<file path="config.mk">
export PLATFORM = sky130hd
export DESIGN_NAME = periodic_task_dispatcher_top
export DESIGN_NICKNAME = d
export VERILOG_FILES = /design/src/hdl/ptd_pkg.sv /design/src/hdl/periodic_task_dispatcher_top.sv
export SDC_FILE = /design/constraint.sdc
export NUM_CORES = 2
export LEC_CHECK = 0
export BUFFER_PORTS_ARGS = -buffer_cell sky130_fd_sc_hd__buf_2
export CORE_ASPECT_RATIO = 0.75
export CORE_MARGIN = 3
export CORE_UTILIZATION = 31
export CTS_BUF_LIST = sky130_fd_sc_hd__clkbuf_16
export CTS_CLUSTER_DIAMETER = 30
export DETAILED_ROUTE_END_ITERATION = 8
export PLACE_DENSITY = 0.48
export SLEW_MARGIN = 20
export SYNTH_ARGS = -nofsm -noshare
export SYNTH_HDL_FRONTEND = slang
export SYNTH_SLANG_ARGS = --single-unit
</file>
<file path="constraint.sdc">
create_clock -name clock -period 22.6 [get_ports clock]
set_input_delay 1.13 -clock clock [delete_from_list [all_inputs] [get_ports clock]]
set_output_delay 1.13 -clock clock [all_outputs]
set_load 0.005 [all_outputs]
</file>
<file path="src/hdl/ptd_pkg.sv">
package ptd_pkg;

   typedef enum logic [2:0] {
      CMD_CLEAR    = 3'd0,
      CMD_REGISTER = 3'd1,
      CMD_ENABLE   = 3'd2,
      CMD_DISABLE  = 3'd3,
      CMD_TICK     = 3'd4,
      CMD_RUN      = 3'd5
   } cmd_type;

   typedef enum logic [3:0] {
      ST_IDLE,
      ST_REG_MUL,
      ST_REG_WR,
      ST_EN_RD,
      ST_EN_WR,
      ST_SCAN_RD,
      ST_SCAN_CHK,
      ST_SCAN_FIX,
      ST_SCAN_END
   } state_type;

   localparam logic [1:0] STATUS_DONE  = 2'd0;
   localparam logic [1:0] STATUS_FULL  = 2'd1;
   localparam logic [1:0] STATUS_RANGE = 2'd2;

   localparam int PERIOD_W   = 16;
   localparam int INTERVAL_W = 13;
   localparam int TICK_W     = 32;
   localparam int INDEX_W    = 6;
   localparam int ID_W       = 8;

   // ms to ticks: period / 10 as (period * 52429) >> 19, exact for 16-bit periods
   localparam logic [PERIOD_W-1:0] DIV10_MUL   = 16'd52429;
   localparam int                  DIV10_SHIFT = 19;

   localparam int RESULT_CAP = 16;
   localparam int FOUND_W    = $clog2(RESULT_CAP + 1);

endpackage

</file>
<file path="src/hdl/periodic_task_dispatcher_top.sv">
// Periodic task dispatcher. A command is taken when start is high and busy is low; busy
// stays high until the command's last result has been issued. Results come as one-cycle
// strobes on rsp_valid, at most one per cycle, and cannot be held off, so the receiver must
// take every beat. Clear, tick, disable, unknown codes, a run on an empty table, enable of
// an enabled slot and every rejection answer in the cycle after acceptance; register passes
// through a divide-by-ten multiply state and then a slot write state, and enabling a
// disabled slot through a slot memory read state and then a write state.
// A run command has a slot read and a check state per slot, a fix-up state for each due
// periodic slot and an end state at the close: each slot needs one read of the slot memory
// and one or two passes through the single shared 32-bit adder and compare. A run emits one
// beat per due slot in slot order (at most 16), or one beat with due_valid low if none is due.
module periodic_task_dispatcher_top #(
   parameter int SLOT_COUNT = 16
) (
   input  logic       clock,
   input  logic       reset,
   input  logic       start,
   output logic       busy,
   input  logic [2:0] req_cmd,
   input  logic [15:0] req_period_ms,
   input  logic [ptd_pkg::ID_W-1:0] req_slot_id,
   output logic       rsp_valid,
   output logic [1:0] rsp_status,
   output logic [5:0] rsp_task_index,
   output logic       rsp_due_valid,
   output logic       rsp_last
);

   localparam int IDX_W = (SLOT_COUNT > 1) ? $clog2(SLOT_COUNT) : 1;
   localparam int CNT_W = $clog2(SLOT_COUNT + 1);

   ptd_pkg::state_type state_ff, state_in;

   logic [CNT_W-1:0]                    total_ff, total_in;
   logic [ptd_pkg::TICK_W-1:0]          tick_ff, tick_in;
   logic [SLOT_COUNT-1:0]               enabled_ff, enabled_in;
   logic [IDX_W-1:0]                    id_ff, id_in;
   logic [ptd_pkg::PERIOD_W-1:0]        period_ff, period_in;
   logic [31:0]                         prod_ff, prod_in;
   logic [CNT_W-1:0]                    idx_ff, idx_in;
   logic [ptd_pkg::FOUND_W-1:0]         found_ff, found_in;
   logic [IDX_W-1:0]                    pend_ff, pend_in;
   logic                                pend_valid_ff, pend_valid_in;
   logic [ptd_pkg::TICK_W-1:0]          sum_ff, sum_in;

   logic                                rsp_valid_ff, rsp_valid_in;
   logic [1:0]                          rsp_status_ff, rsp_status_in;
   logic [ptd_pkg::INDEX_W-1:0]         rsp_index_ff, rsp_index_in;
   logic                                rsp_due_ff, rsp_due_in;
   logic                                rsp_last_ff, rsp_last_in;

   // slot memory
   logic [ptd_pkg::INTERVAL_W-1:0]      interval_mem [SLOT_COUNT];
   logic [ptd_pkg::TICK_W-1:0]          next_due_mem [SLOT_COUNT];
   logic [ptd_pkg::INTERVAL_W-1:0]      rd_interval_ff;
   logic [ptd_pkg::TICK_W-1:0]          rd_next_due_ff;
   logic                                rd_en;
   logic [IDX_W-1:0]                    rd_addr;
   logic                                int_we;
   logic                                due_we;
   logic [IDX_W-1:0]                    wr_addr;
   logic [ptd_pkg::INTERVAL_W-1:0]      wr_interval;
   logic [ptd_pkg::TICK_W-1:0]          wr_next_due;

   // shared adder and compare
   logic [ptd_pkg::TICK_W-1:0]          add_a;
   logic [ptd_pkg::INTERVAL_W-1:0]      add_b;
   logic [ptd_pkg::TICK_W-1:0]          add_sum;
   logic [ptd_pkg::TICK_W-1:0]          cmp_b;
   logic                                tick_ge;

   logic                                accept;
   logic                                id_in_range;
   logic [IDX_W-1:0]                    req_idx;
   logic [ptd_pkg::INTERVAL_W-1:0]      quot;
   logic [ptd_pkg::INTERVAL_W-1:0]      ticks;
   logic [IDX_W-1:0]                    cur_idx;
   logic [CNT_W-1:0]                    idx_inc;
   logic                                slot_done;
   logic                                due_here;
   logic [ptd_pkg::FOUND_W-1:0]         found_next;

   assign accept      = start && (state_ff == ptd_pkg::ST_IDLE);
   assign id_in_range = {1'b0, req_slot_id} < 9'(total_ff);
   assign req_idx     = req_slot_id[IDX_W-1:0];
   assign cur_idx     = idx_ff[IDX_W-1:0];
   assign idx_inc     = idx_ff + CNT_W'(1);
   assign found_next  = found_ff + ptd_pkg::FOUND_W'(due_here);

   assign quot  = prod_ff[ptd_pkg::DIV10_SHIFT +: ptd_pkg::INTERVAL_W];
   assign ticks = (quot == '0 && period_ff != '0) ? ptd_pkg::INTERVAL_W'(1) : quot;

   always_comb begin
      add_a = tick_ff;
      add_b = ptd_pkg::INTERVAL_W'(1);
      cmp_b = sum_ff;
      case (state_ff)
         ptd_pkg::ST_REG_WR: begin
            add_b = ticks;
         end
         ptd_pkg::ST_EN_WR, ptd_pkg::ST_SCAN_FIX: begin
            add_b = rd_interval_ff;
         end
         ptd_pkg::ST_SCAN_CHK: begin
            add_a = rd_next_due_ff;
            add_b = rd_interval_ff;
            cmp_b = rd_next_due_ff;
         end
         default: begin
         end
      endcase
   end

   assign add_sum = add_a + ptd_pkg::TICK_W'(add_b);
   assign tick_ge = tick_ff >= cmp_b;

   always_comb begin
      state_in      = state_ff;
      total_in      = total_ff;
      tick_in       = tick_ff;
      enabled_in    = enabled_ff;
      id_in         = id_ff;
      period_in     = period_ff;
      prod_in       = prod_ff;
      idx_in        = idx_ff;
      found_in      = found_ff;
      pend_in       = pend_ff;
      pend_valid_in = pend_valid_ff;
      sum_in        = sum_ff;
      rsp_valid_in  = 1'b0;
      rsp_status_in = ptd_pkg::STATUS_DONE;
      rsp_index_in  = '0;
      rsp_due_in    = 1'b0;
      rsp_last_in   = 1'b1;
      rd_en         = 1'b0;
      rd_addr       = cur_idx;
      int_we        = 1'b0;
      due_we        = 1'b0;
      wr_addr       = cur_idx;
      wr_interval   = ticks;
      wr_next_due   = add_sum;
      slot_done     = 1'b0;
      due_here      = 1'b0;

      case (state_ff)
         ptd_pkg::ST_IDLE: begin
            if (accept) begin
               rsp_valid_in = 1'b1;
               case (req_cmd)
                  ptd_pkg::CMD_CLEAR: begin
                     total_in   = '0;
                     enabled_in = '0;
                  end
                  ptd_pkg::CMD_REGISTER: begin
                     if (total_ff == CNT_W'(SLOT_COUNT)) begin
                        rsp_status_in = ptd_pkg::STATUS_FULL;
                     end else begin
                        rsp_valid_in = 1'b0;
                        period_in    = req_period_ms;
                        state_in     = ptd_pkg::ST_REG_MUL;
                     end
                  end
                  ptd_pkg::CMD_ENABLE: begin
                     if (!id_in_range) begin
                        rsp_status_in = ptd_pkg::STATUS_RANGE;
                     end else if (!enabled_ff[req_idx]) begin
                        rsp_valid_in = 1'b0;
                        id_in        = req_idx;
                        state_in     = ptd_pkg::ST_EN_RD;
                     end
                  end
                  ptd_pkg::CMD_DISABLE: begin
                     if (!id_in_range) begin
                        rsp_status_in = ptd_pkg::STATUS_RANGE;
                     end else begin
                        enabled_in[req_idx] = 1'b0;
                     end
                  end
                  ptd_pkg::CMD_TICK: begin
                     tick_in = add_sum;
                  end
                  ptd_pkg::CMD_RUN: begin
                     if (total_ff != '0) begin
                        rsp_valid_in  = 1'b0;
                        idx_in        = '0;
                        found_in      = '0;
                        pend_valid_in = 1'b0;
                        state_in      = ptd_pkg::ST_SCAN_RD;
                     end
                  end
                  default: begin
                  end
               endcase
            end
         end
         ptd_pkg::ST_REG_MUL: begin
            prod_in  = 32'(period_ff) * 32'(ptd_pkg::DIV10_MUL);
            state_in = ptd_pkg::ST_REG_WR;
         end
         ptd_pkg::ST_REG_WR: begin
            int_we               = 1'b1;
            due_we               = 1'b1;
            wr_addr              = total_ff[IDX_W-1:0];
            enabled_in[wr_addr]  = 1'b0;
            total_in             = total_ff + CNT_W'(1);
            rsp_valid_in         = 1'b1;
            rsp_index_in         = ptd_pkg::INDEX_W'(total_ff);
            state_in             = ptd_pkg::ST_IDLE;
         end
         ptd_pkg::ST_EN_RD: begin
            rd_en    = 1'b1;
            rd_addr  = id_ff;
            state_in = ptd_pkg::ST_EN_WR;
         end
         ptd_pkg::ST_EN_WR: begin
            due_we            = 1'b1;
            wr_addr           = id_ff;
            enabled_in[id_ff] = 1'b1;
            rsp_valid_in      = 1'b1;
            state_in          = ptd_pkg::ST_IDLE;
         end
         ptd_pkg::ST_SCAN_RD: begin
            rd_en    = 1'b1;
            state_in = ptd_pkg::ST_SCAN_CHK;
         end
         ptd_pkg::ST_SCAN_CHK: begin
            if (!(enabled_ff[cur_idx] && tick_ge)) begin
               slot_done = 1'b1;
            end else if (rd_interval_ff == '0) begin
               // one-shot: drop it after this beat
               enabled_in[cur_idx] = 1'b0;
               slot_done           = 1'b1;
               due_here            = 1'b1;
            end else begin
               sum_in   = add_sum;
               state_in = ptd_pkg::ST_SCAN_FIX;
            end
         end
         ptd_pkg::ST_SCAN_FIX: begin
            // still behind after one interval: restart from now
            due_we      = 1'b1;
            wr_next_due = tick_ge ? add_sum : sum_ff;
            slot_done   = 1'b1;
            due_here    = 1'b1;
         end
         ptd_pkg::ST_SCAN_END: begin
            rsp_valid_in = 1'b1;
            if (pend_valid_ff) begin
               rsp_index_in = ptd_pkg::INDEX_W'(pend_ff);
               rsp_due_in   = 1'b1;
            end
            state_in = ptd_pkg::ST_IDLE;
         end
         default: begin
            state_in = ptd_pkg::ST_IDLE;
         end
      endcase

      if (slot_done) begin
         // hold the newest due slot so the final beat can carry last
         if (due_here) begin
            pend_in       = cur_idx;
            pend_valid_in = 1'b1;
            found_in      = found_next;
            if (pend_valid_ff) begin
               rsp_valid_in = 1'b1;
               rsp_index_in = ptd_pkg::INDEX_W'(pend_ff);
               rsp_due_in   = 1'b1;
               rsp_last_in  = 1'b0;
            end
         end
         if (idx_inc >= total_ff || found_next == ptd_pkg::FOUND_W'(ptd_pkg::RESULT_CAP)) begin
            state_in = ptd_pkg::ST_SCAN_END;
         end else begin
            idx_in   = idx_inc;
            state_in = ptd_pkg::ST_SCAN_RD;
         end
      end
   end

   always_ff @(posedge clock) begin
      if (reset) begin
         state_ff      <= ptd_pkg::ST_IDLE;
         total_ff      <= '0;
         tick_ff       <= '0;
         enabled_ff    <= '0;
         pend_valid_ff <= 1'b0;
         found_ff      <= '0;
         idx_ff        <= '0;
         rsp_valid_ff  <= 1'b0;
      end else begin
         state_ff      <= state_in;
         total_ff      <= total_in;
         tick_ff       <= tick_in;
         enabled_ff    <= enabled_in;
         pend_valid_ff <= pend_valid_in;
         found_ff      <= found_in;
         idx_ff        <= idx_in;
         rsp_valid_ff  <= rsp_valid_in;
      end
   end

   always_ff @(posedge clock) begin
      id_ff         <= id_in;
      period_ff     <= period_in;
      prod_ff       <= prod_in;
      pend_ff       <= pend_in;
      sum_ff        <= sum_in;
      rsp_status_ff <= rsp_status_in;
      rsp_index_ff  <= rsp_index_in;
      rsp_due_ff    <= rsp_due_in;
      rsp_last_ff   <= rsp_last_in;
   end

   always_ff @(posedge clock) begin
      if (int_we) begin
         interval_mem[wr_addr] <= wr_interval;
      end
      if (due_we) begin
         next_due_mem[wr_addr] <= wr_next_due;
      end
      if (rd_en) begin
         rd_interval_ff <= interval_mem[rd_addr];
         rd_next_due_ff <= next_due_mem[rd_addr];
      end
   end

   assign busy           = (state_ff != ptd_pkg::ST_IDLE);
   assign rsp_valid      = rsp_valid_ff;
   assign rsp_status     = rsp_status_ff;
   assign rsp_task_index = rsp_index_ff;
   assign rsp_due_valid  = rsp_due_ff;
   assign rsp_last       = rsp_last_ff;

   a_total_bound: assert property (@(posedge clock) disable iff (reset)
      total_ff <= CNT_W'(SLOT_COUNT))
      else $error("slot count above table size");

   a_idle_beat_last: assert property (@(posedge clock) disable iff (reset)
      rsp_valid && !rsp_due_valid |-> rsp_last)
      else $error("non-due beat without last");

   a_quick_cmd: assert property (@(posedge clock) disable iff (reset)
      start && !busy && (req_cmd == ptd_pkg::CMD_CLEAR || req_cmd == ptd_pkg::CMD_TICK)
      |=> rsp_valid && rsp_last && !busy)
      else $error("single-cycle command gave no final beat");

   a_tick_step: assert property (@(posedge clock) disable iff (reset)
      start && !busy && req_cmd == ptd_pkg::CMD_TICK
      |=> tick_ff == $past(tick_ff) + 32'd1)
      else $error("tick did not advance by one");

   a_found_cap: assert property (@(posedge clock) disable iff (reset)
      found_ff <= ptd_pkg::FOUND_W'(ptd_pkg::RESULT_CAP))
      else $error("scan emitted more than the beat cap");

endmodule
</file>
# --- After elaboration in Yosys (flattened, before gate mapping) ---
# Memories as Yosys holds them, arrays and structs flattened. A register that Yosys moved wholly into a read port is not among the register bits.
# Index checks and enable logic that the tools add are counted.
# W data, S select, Z words.
word_totals:
  ff_bits: 167
  ram_bits: 720
  input_bits: 30
  wordCells: 200
  memories: 2
mem_list:
  columns: ["name", "words", "width", "rd", "rd_clocked_by_memory_dff", "wr", "line_no", "source"]
  rows:
  - ["next_due_mem", 16, 32, 1, 1, 1, "periodic_task_dispatcher_top.sv:54", "logic [ptd_pkg::TICK_W-1:0] next_due_mem [SLOT_COUNT];"]
  - ["interval_mem", 16, 13, 1, 1, 1, "periodic_task_dispatcher_top.sv:53", "logic [ptd_pkg::INTERVAL_W-1:0] interval_mem [SLOT_COUNT];"]
classes:
  addsub: 4
  multipliers: 1
  magnitude_cmp: 11
  eq_ne: 30
  mux: 94
  bitwise: 10
  reduce_logical: 31
op_table:
  columns: ["cell", "n"]
  rows:
  - ["$mux W32", 4]
  - ["$mux W5", 14]
  - ["$mux W16", 4]
  - ["$pmux W16 S4", 1]
  - ["$and A16 B16 Y16", 3]
  - ["$not A16 Y16", 3]
  - ["$mux W4", 11]
  - ["$mux W1", 37]
  - ["$add A32 B13 Y32", 1]
  - ["$ge A32 B32 Y1", 1]
  - ["$mul A16 B16 Y32 const B", 1]
  - ["$pmux W16 S2", 1]
  - ["$logic_not A13 Y1", 2]
  - ["$pmux W13 S2", 1]
  - ["$pmux W4 S6", 1]
  - ["$lt A4 B5 Y1 const B", 4]
  - ["$pmux W5 S2", 2]
  - ["$mux W6", 3]
  - ["$demux W1 S4", 4]
  - ["$eq A4 B3 Y1 const B", 4]
  - ["$ge A4 B1 Y1 const B", 4]
  - ["$ne A4 B4 Y1 const B", 4]
  - ["$or A16 B16 Y16", 1]
  - ["$reduce_bool A16 Y1", 1]
  - ["other kinds (40)", 69]

# --- Depth between registers and ports, before layout ---
depth:
  depth_word: 11
  ltp_mapped: 28
  ltp_nobuf: 20

# --- Worst setup path after synthesis ---
# OpenSTA, ideal clock, no wires.
synth_path:
  path_type: "register -> register"
  from: "register state_ff[0]"
  to: "register sum_ff[0] in the netlist's numbering (enable)"
  setup_ns: 0.513
  arrival_ns: 6.594
  t_required_ns: 22.087
  slack_ns: 15.493
  path_stages_with_launch: 16
  synth_period_minus_slack_ns: 7.107
  path_cell_list: "dfxtp_1 -> buf_4 -> and4bb_4 -> buf_2 -> clkbuf_1 -> clkbuf_1 -> buf_1 -> nand2_1 -> a21boi_0 -> ha_1 -> nand4_1 -> nor3_1 -> o2111ai_1 -> a31oi_1 -> nor2_1 -> nor4b_1"
synth_via:
  elab_chain_len: 5
synth_lines:
  columns: ["element", "line_no", "source"]
  rows:
  - ["from (decl)", "periodic_task_dispatcher_top.sv:32", "ptd_pkg::state_type state_ff, state_in;"]
  - ["from (signal assigned)", "periodic_task_dispatcher_top.sv:283", "state_ff <= ptd_pkg::ST_IDLE;"]
  - ["from (signal assigned)", "periodic_task_dispatcher_top.sv:292", "state_ff <= state_in;"]
  - ["$eq A4 B3 Y1 (*)", "periodic_task_dispatcher_top.sv:97, periodic_task_dispatcher_top.sv:145", null]
  - ["$mux W32", "periodic_task_dispatcher_top.sv:97", "case (state_ff)"]
  - ["$ge A32 B32 Y1", "periodic_task_dispatcher_top.sv:115", "assign tick_ge = tick_ff >= cmp_b;"]
  - ["$logic_and A1 B1 Y1", "periodic_task_dispatcher_top.sv:227", "if (!(enabled_ff[cur_idx] && tick_ge)) begin"]
  - ["$reduce_and A3 Y1 (no line) (*)", null, null]
  - ["to (signal assigned)", "periodic_task_dispatcher_top.sv:308", "sum_ff <= sum_in;"]
  - ["to (decl)", "periodic_task_dispatcher_top.sv:44", "logic [ptd_pkg::TICK_W-1:0] sum_ff, sum_in;"]
# Every way passes the cells marked *; elsewhere a longest branch is shown, timed or not.
# A chain may end at the register's enable or synchronous reset.

# --- Worst setup path after layout ---
layout_path:
  from: "register state_ff[2]"
  to: "register idx_ff[0]"
layout_via:
  elab_chain_len: 11
  elab_cells_between_ends: 18
layout_lines:
  columns: ["element", "line_no", "source"]
  rows:
  - ["$eq A4 B3 Y1", "periodic_task_dispatcher_top.sv:97, periodic_task_dispatcher_top.sv:145", null]
  - ["$mux W32", "periodic_task_dispatcher_top.sv:97", null]
  - ["$ge A32 B32 Y1", "periodic_task_dispatcher_top.sv:115", null]
  - ["$logic_and A1 B1 Y1", "periodic_task_dispatcher_top.sv:227", null]
  - ["$mux W1", "periodic_task_dispatcher_top.sv:227", null]
  - ["$pmux W1 S2", "periodic_task_dispatcher_top.sv:145", "case (state_ff)"]
  - ["$add A5 B1 Y5", "periodic_task_dispatcher_top.sv:88", "assign found_next = found_ff + ptd_pkg::FOUND_W'(due_here);"]
  - ["$eq A5 B5 Y1", "periodic_task_dispatcher_top.sv:272", "if (idx_inc >= total_ff || found_next == ptd_pkg::FOUND_W'(ptd_pkg::RESULT_CAP)) begin"]
  - ["$logic_or A1 B1 Y1", "periodic_task_dispatcher_top.sv:272", null]
  - ["$mux W5", "periodic_task_dispatcher_top.sv:272", null]
  - ["$mux W5 (*)", "periodic_task_dispatcher_top.sv:259", "if (slot_done) begin"]
  - ["to (signal assigned)", "periodic_task_dispatcher_top.sv:298", "idx_ff <= idx_in;"]
  - ["to (decl)", "periodic_task_dispatcher_top.sv:40", "logic [CNT_W-1:0] idx_ff, idx_in;"]
# Marks and branches as above.

==> results_tabular.tex <==
\begin{tabular}{lr}
\hline
Metric & Value \\
\hline
\multicolumn{2}{l}{\textbf{Status}} \\
Outcome & complete, no violations \\
\multicolumn{2}{l}{\textbf{Clock tree}} \\
Clk sink count & 912 \\
Quantity of hold-fixing buffers added after cts & 0 \\
Post-CTS setup repair buffer count & 0 \\
TritonCTS buffer count & 187 \\
Clk root buf & sky130\_fd\_sc\_hd\_\_clkbuf\_16 \\
TritonCTS clock tree & done \\
Post-cts resize count & 0 \\
Max Buffers Root-to-Sink & 3 \\
Latest clock arrival within the worst-skew pair & 0.79 ns \\
H-Tree Depth & 4 \\
CTS clock-pin slew for the worst setup and hold paths & 0.05 ns \\
\multicolumn{2}{l}{\textbf{Global route}} \\
Congestion Overflow GR & 0 \\
Global-route total usage across every layer & 16.1\% \\
Pin count of the biggest net entering global routing & 125 \\
Global-route wire length before repair & 172000 µm \\
Via count of the first global-routing pass & 25500 \\
Antenna violations before repair & 3 \\
\multicolumn{2}{l}{\textbf{Floorplanning}} \\
Die height & 330 µm \\
Number of standard-cell rows in the floorplan & 118 \\
Floorplan Core Area & 0.138 mm² \\
Boundary pin count & 42 \\
Die W & 438 µm \\
Area of the die & 0.144 mm² \\
Initial Utilization & 31.3\% \\
\multicolumn{2}{l}{\textbf{Worst setup path}} \\
Crit-path slowest cell & sky130\_fd\_sc\_hd\_\_and4bb\_4 \\
Critical path data required time & 23.29 ns \\
Series of cell instances along the critical path & and4bb\_4 -> and2\_1 -> a21oi\_1 -> ha\_1 -> nand4\_1 -> nor3\_1 -> o2111ai\_1 -> a31oi\_1 -> nor2\_1 -> o21a\_1 -> inv\_1 -> ha\_1 -> ha\_1 -> nand3\_1 -> xnor2\_1 -> a31o\_2 -> a21oi\_1 -> o211a\_1 -> mux2\_2 -> nor2\_1 \\
Critical path start-end classification & reg -> reg \\
Max Fanout on Critical Path & 50 \\
Endpoint arrival time on the critical path & 7.22 ns \\
Crit end category & register \\
Kind of start point of the critical path & register \\
Family with the most delay on the worst path & compound AO/OA/AOI/OAI gates \\
Biggest cell delay along the critical path & 0.82 ns \\
Top cell by count, worst path & sky130\_fd\_sc\_hd\_\_ha\_1 \\
Source of the worst register-to-register timing path & state\_ff[2]\$\_SDFFE\_PP0P\_ \\
Crit. Startpoint & state\_ff[2]\$\_SDFFE\_PP0P\_ \\
Worst Path Buf+Inv & 1 \\
\multicolumn{2}{l}{\textbf{Synth}} \\
Synth top area share & 57.8\% \\
Post-Syn Area per Cell & 15.1 µm² \\
Synthesized flop and latch total & 912 \\
Number of warnings reported in the yosys synthesis log & 0 \\
Post-synthesis instance area & 0.0433 mm² \\
Largest family of logic cells by synthesized area & multiplexers \\
Sequential share of the synthesized area & 61.4\% \\
Yosys top cell by area & sky130\_fd\_sc\_hd\_\_edfxtp\_1 \\
Top cells by area in the synthesized netlist & sky130\_fd\_sc\_hd\_\_edfxtp\_1 (58\%), sky130\_fd\_sc\_hd\_\_mux4\_2 (9.8\%), sky130\_fd\_sc\_hd\_\_ha\_1 (5.9\%) \\
Number of unique standard cell types used by synthesis & 89 \\
Xor and xnor area share after synthesis & 1.01\% \\
Top\_reg\_cell synth & sky130\_fd\_sc\_hd\_\_edfxtp\_1 \\
Gate count after technology mapping & 2865 \\
Synth Area in Adders & 9.66\% \\
Simple logic cell fraction of the synthesized area & 6.76\% \\
Synthesized netlist net count & 3180 \\
Share of the synthesized area in compound gates (AO/OA/AOI/OAI) & 6.84\% \\
Synth async-reset ratio & 0\% \\
EDFF count, synth & 834 \\
Mux share of post-synthesis cell area & 11.0\% \\
\multicolumn{2}{l}{\textbf{Routing}} \\
Total via count after detailed routing & 25300 \\
Vias per cell & 5.04 \\
Average wire per standard cell & 23.1 µm \\
Final antenna-violating net count & 0 \\
Final wirelength & 116000 µm \\
Pre-Repair DR Iteration Count & 7 \\
DRC marker count from the first detailed-route iteration & 2187 \\
DRC violation count after routing & 0 \\
\multicolumn{2}{l}{\textbf{Layout}} \\
Final net count & 3316 \\
Final instance area & 0.0523 mm² \\
Layout-stage area growth over the synthesis result & 20.7\% \\
Proportion of layout cells with a drive suffix above 1 & 21.7\% \\
\multicolumn{2}{l}{\textbf{Timing}} \\
Final Max Slew Viols & 0 \\
Final count of hold timing violations & 0 \\
Unrepaired setup endpoints after global routing & false \\
Final worst clock skew & 0.0788 ns \\
Slew margin rel. & 31.8\% \\
Final min period & 6.53 ns \\
Setup Viol. Count Final & 0 \\
Achievable Freq & 0.153 GHz \\
Share of the clock period used by the worst path & 28.9\% \\
Aggregate negative setup slack & 0 ns \\
Final hold slack & 0.456 ns \\
Transition time of the tightest slew-check pin & 1.02 ns \\
\multicolumn{2}{l}{\textbf{Place}} \\
GP Congestion & 0.843 \\
Estimated wirelength of the detail-placed design & 68900 µm \\
Port Buffer Count & 40 \\
Standard cell area after detailed placement & 0.0458 mm² \\
\multicolumn{2}{l}{\textbf{Power}} \\
Power per cell area & 92.7 mW/mm² \\
LEAKAGE & 18.4 nW \\
Largest vdd supply drop & 0.0676 mV \\
\multicolumn{2}{l}{\textbf{Hold path}} \\
HP Class & reg -> reg \\
Startpoint of the worst hold path & pend\_ff[1]\$\_DFFE\_PP\_ \\
\multicolumn{2}{l}{\textbf{Run}} \\
Number of violations of the max-capacitance limit & 0 \\
\hline
\end{tabular}
[final cells by class]
cell class	count	area (µm²)
tap	1860	2330
antenna	1	2.50
timing repair buffer	96	658
multi-input combinational	1622	15500
fill	12900	86100
sequential	912	26600
clock buffer	188	4700
clock inverter	162	1770
inverter	182	683
[worst paths after layout]
path	to	slack (ns)	cells past startpoint
worst min register to register	rsp_task_index[1]$_DFF_P_	0.46	1
worst min-delay path	rsp_task_index[1]$_DFF_P_	0.46	1
worst max register to register	idx_ff[0]$_SDFF_PP0_	16.07	20
worst max-delay path	idx_ff[0]$_SDFF_PP0_	16.07	20
[state kept, by name (all words and copies together), names as in the netlist]
register and count:
enabled_ff 16, found_ff 5, id_ff 4, idx_ff 5, interval_mem 208, next_due_mem 512, pend_ff 4, pend_valid_ff 1
period_ff 16, prod_ff 13, rd_interval_ff 13, rd_next_due_ff 32, rsp_due_valid 1, rsp_last 1, rsp_status 2, rsp_task_index 5
rsp_valid 1, state_ff 4, sum_ff 32, tick_ff 32, total_ff 5
[placed cells by master (no fill, tap or decap), types with 68 or more instances in the layout]
cell	n
sky130_fd_sc_hd__a21oi_1	127
sky130_fd_sc_hd__a31oi_1	68
sky130_fd_sc_hd__clkbuf_16	188
sky130_fd_sc_hd__dfxtp_1	78
sky130_fd_sc_hd__edfxtp_1	834
sky130_fd_sc_hd__fa_1	82
sky130_fd_sc_hd__ha_1	203
sky130_fd_sc_hd__inv_1	203
sky130_fd_sc_hd__mux4_2	188
sky130_fd_sc_hd__nand2_1	249
sky130_fd_sc_hd__nor2_1	88
[cell usage after synthesis (7+ instances only)]
master and instances:
sky130_fd_sc_hd__buf_2 28, sky130_fd_sc_hd__dfxtp_1 78, sky130_fd_sc_hd__a211oi_1 58, sky130_fd_sc_hd__a211o_1 7, sky130_fd_sc_hd__o211ai_1 10, sky130_fd_sc_hd__nand4_1 22, sky130_fd_sc_hd__nand2b_1 8, sky130_fd_sc_hd__mux4_2 188
sky130_fd_sc_hd__buf_4 22, sky130_fd_sc_hd__mux2_2 31, sky130_fd_sc_hd__xor2_1 19, sky130_fd_sc_hd__nor4_1 8, sky130_fd_sc_hd__nand2_1 249, sky130_fd_sc_hd__and3_1 10, sky130_fd_sc_hd__a21oi_1 128, sky130_fd_sc_hd__edfxtp_1 834
sky130_fd_sc_hd__xnor2_1 31, sky130_fd_sc_hd__nor3_1 24, sky130_fd_sc_hd__o21ai_0 39, sky130_fd_sc_hd__a22o_1 17, sky130_fd_sc_hd__a21o_1 24, sky130_fd_sc_hd__nand3_1 56, sky130_fd_sc_hd__a31oi_1 69, sky130_fd_sc_hd__a211oi_2 10
sky130_fd_sc_hd__a221oi_1 12, sky130_fd_sc_hd__fa_1 82, sky130_fd_sc_hd__inv_1 182, sky130_fd_sc_hd__clkbuf_1 86, sky130_fd_sc_hd__ha_1 203, sky130_fd_sc_hd__nor2_1 112, sky130_fd_sc_hd__mux2i_1 14, sky130_fd_sc_hd__nor2b_1 17
sky130_fd_sc_hd__a21boi_0 13, sky130_fd_sc_hd__and2_1 61
[report_power, final]
part           leakage [nW]  switching (W)  total, W  internal [W]
Combinational          7.57       0.000144  0.000240     0.0000965
Clock                  3.17       0.000954   0.00276       0.00180
Sequential             7.63     0.00000752   0.00185       0.00184
[cells by family after synthesis]
family / Yosys count
xor+xnor: 50
flops: 912
buf+inv: 331
fa+ha+maj: 285
other cells: 1
compound gates: 440
simple gates: 611
mux: 235
[metal layers]
layer	up-vias	track usage (%)	wire length (µm)
li1	11300	-	-
met1	13100	25.0	58100
met2	748	22.5	48900
met3	156	3.25	6770
met4	0	4.52	2180
met5	-	0	0
[metrics by stage]
step                std cells  utilization [%]  worst slack (ns)  total power (W)
finish                   5023             37.8             16.07          0.00485
floorplan                2865                -             15.49          0.00205
global route             5023             37.8             15.63          0.00503
CTS                      5022             37.8             16.10          0.00491
global placement         4672             33.1             16.27          0.00212
detailed placement       4672             33.1             16.12          0.00212
Power figures use the tool's default switching activity.
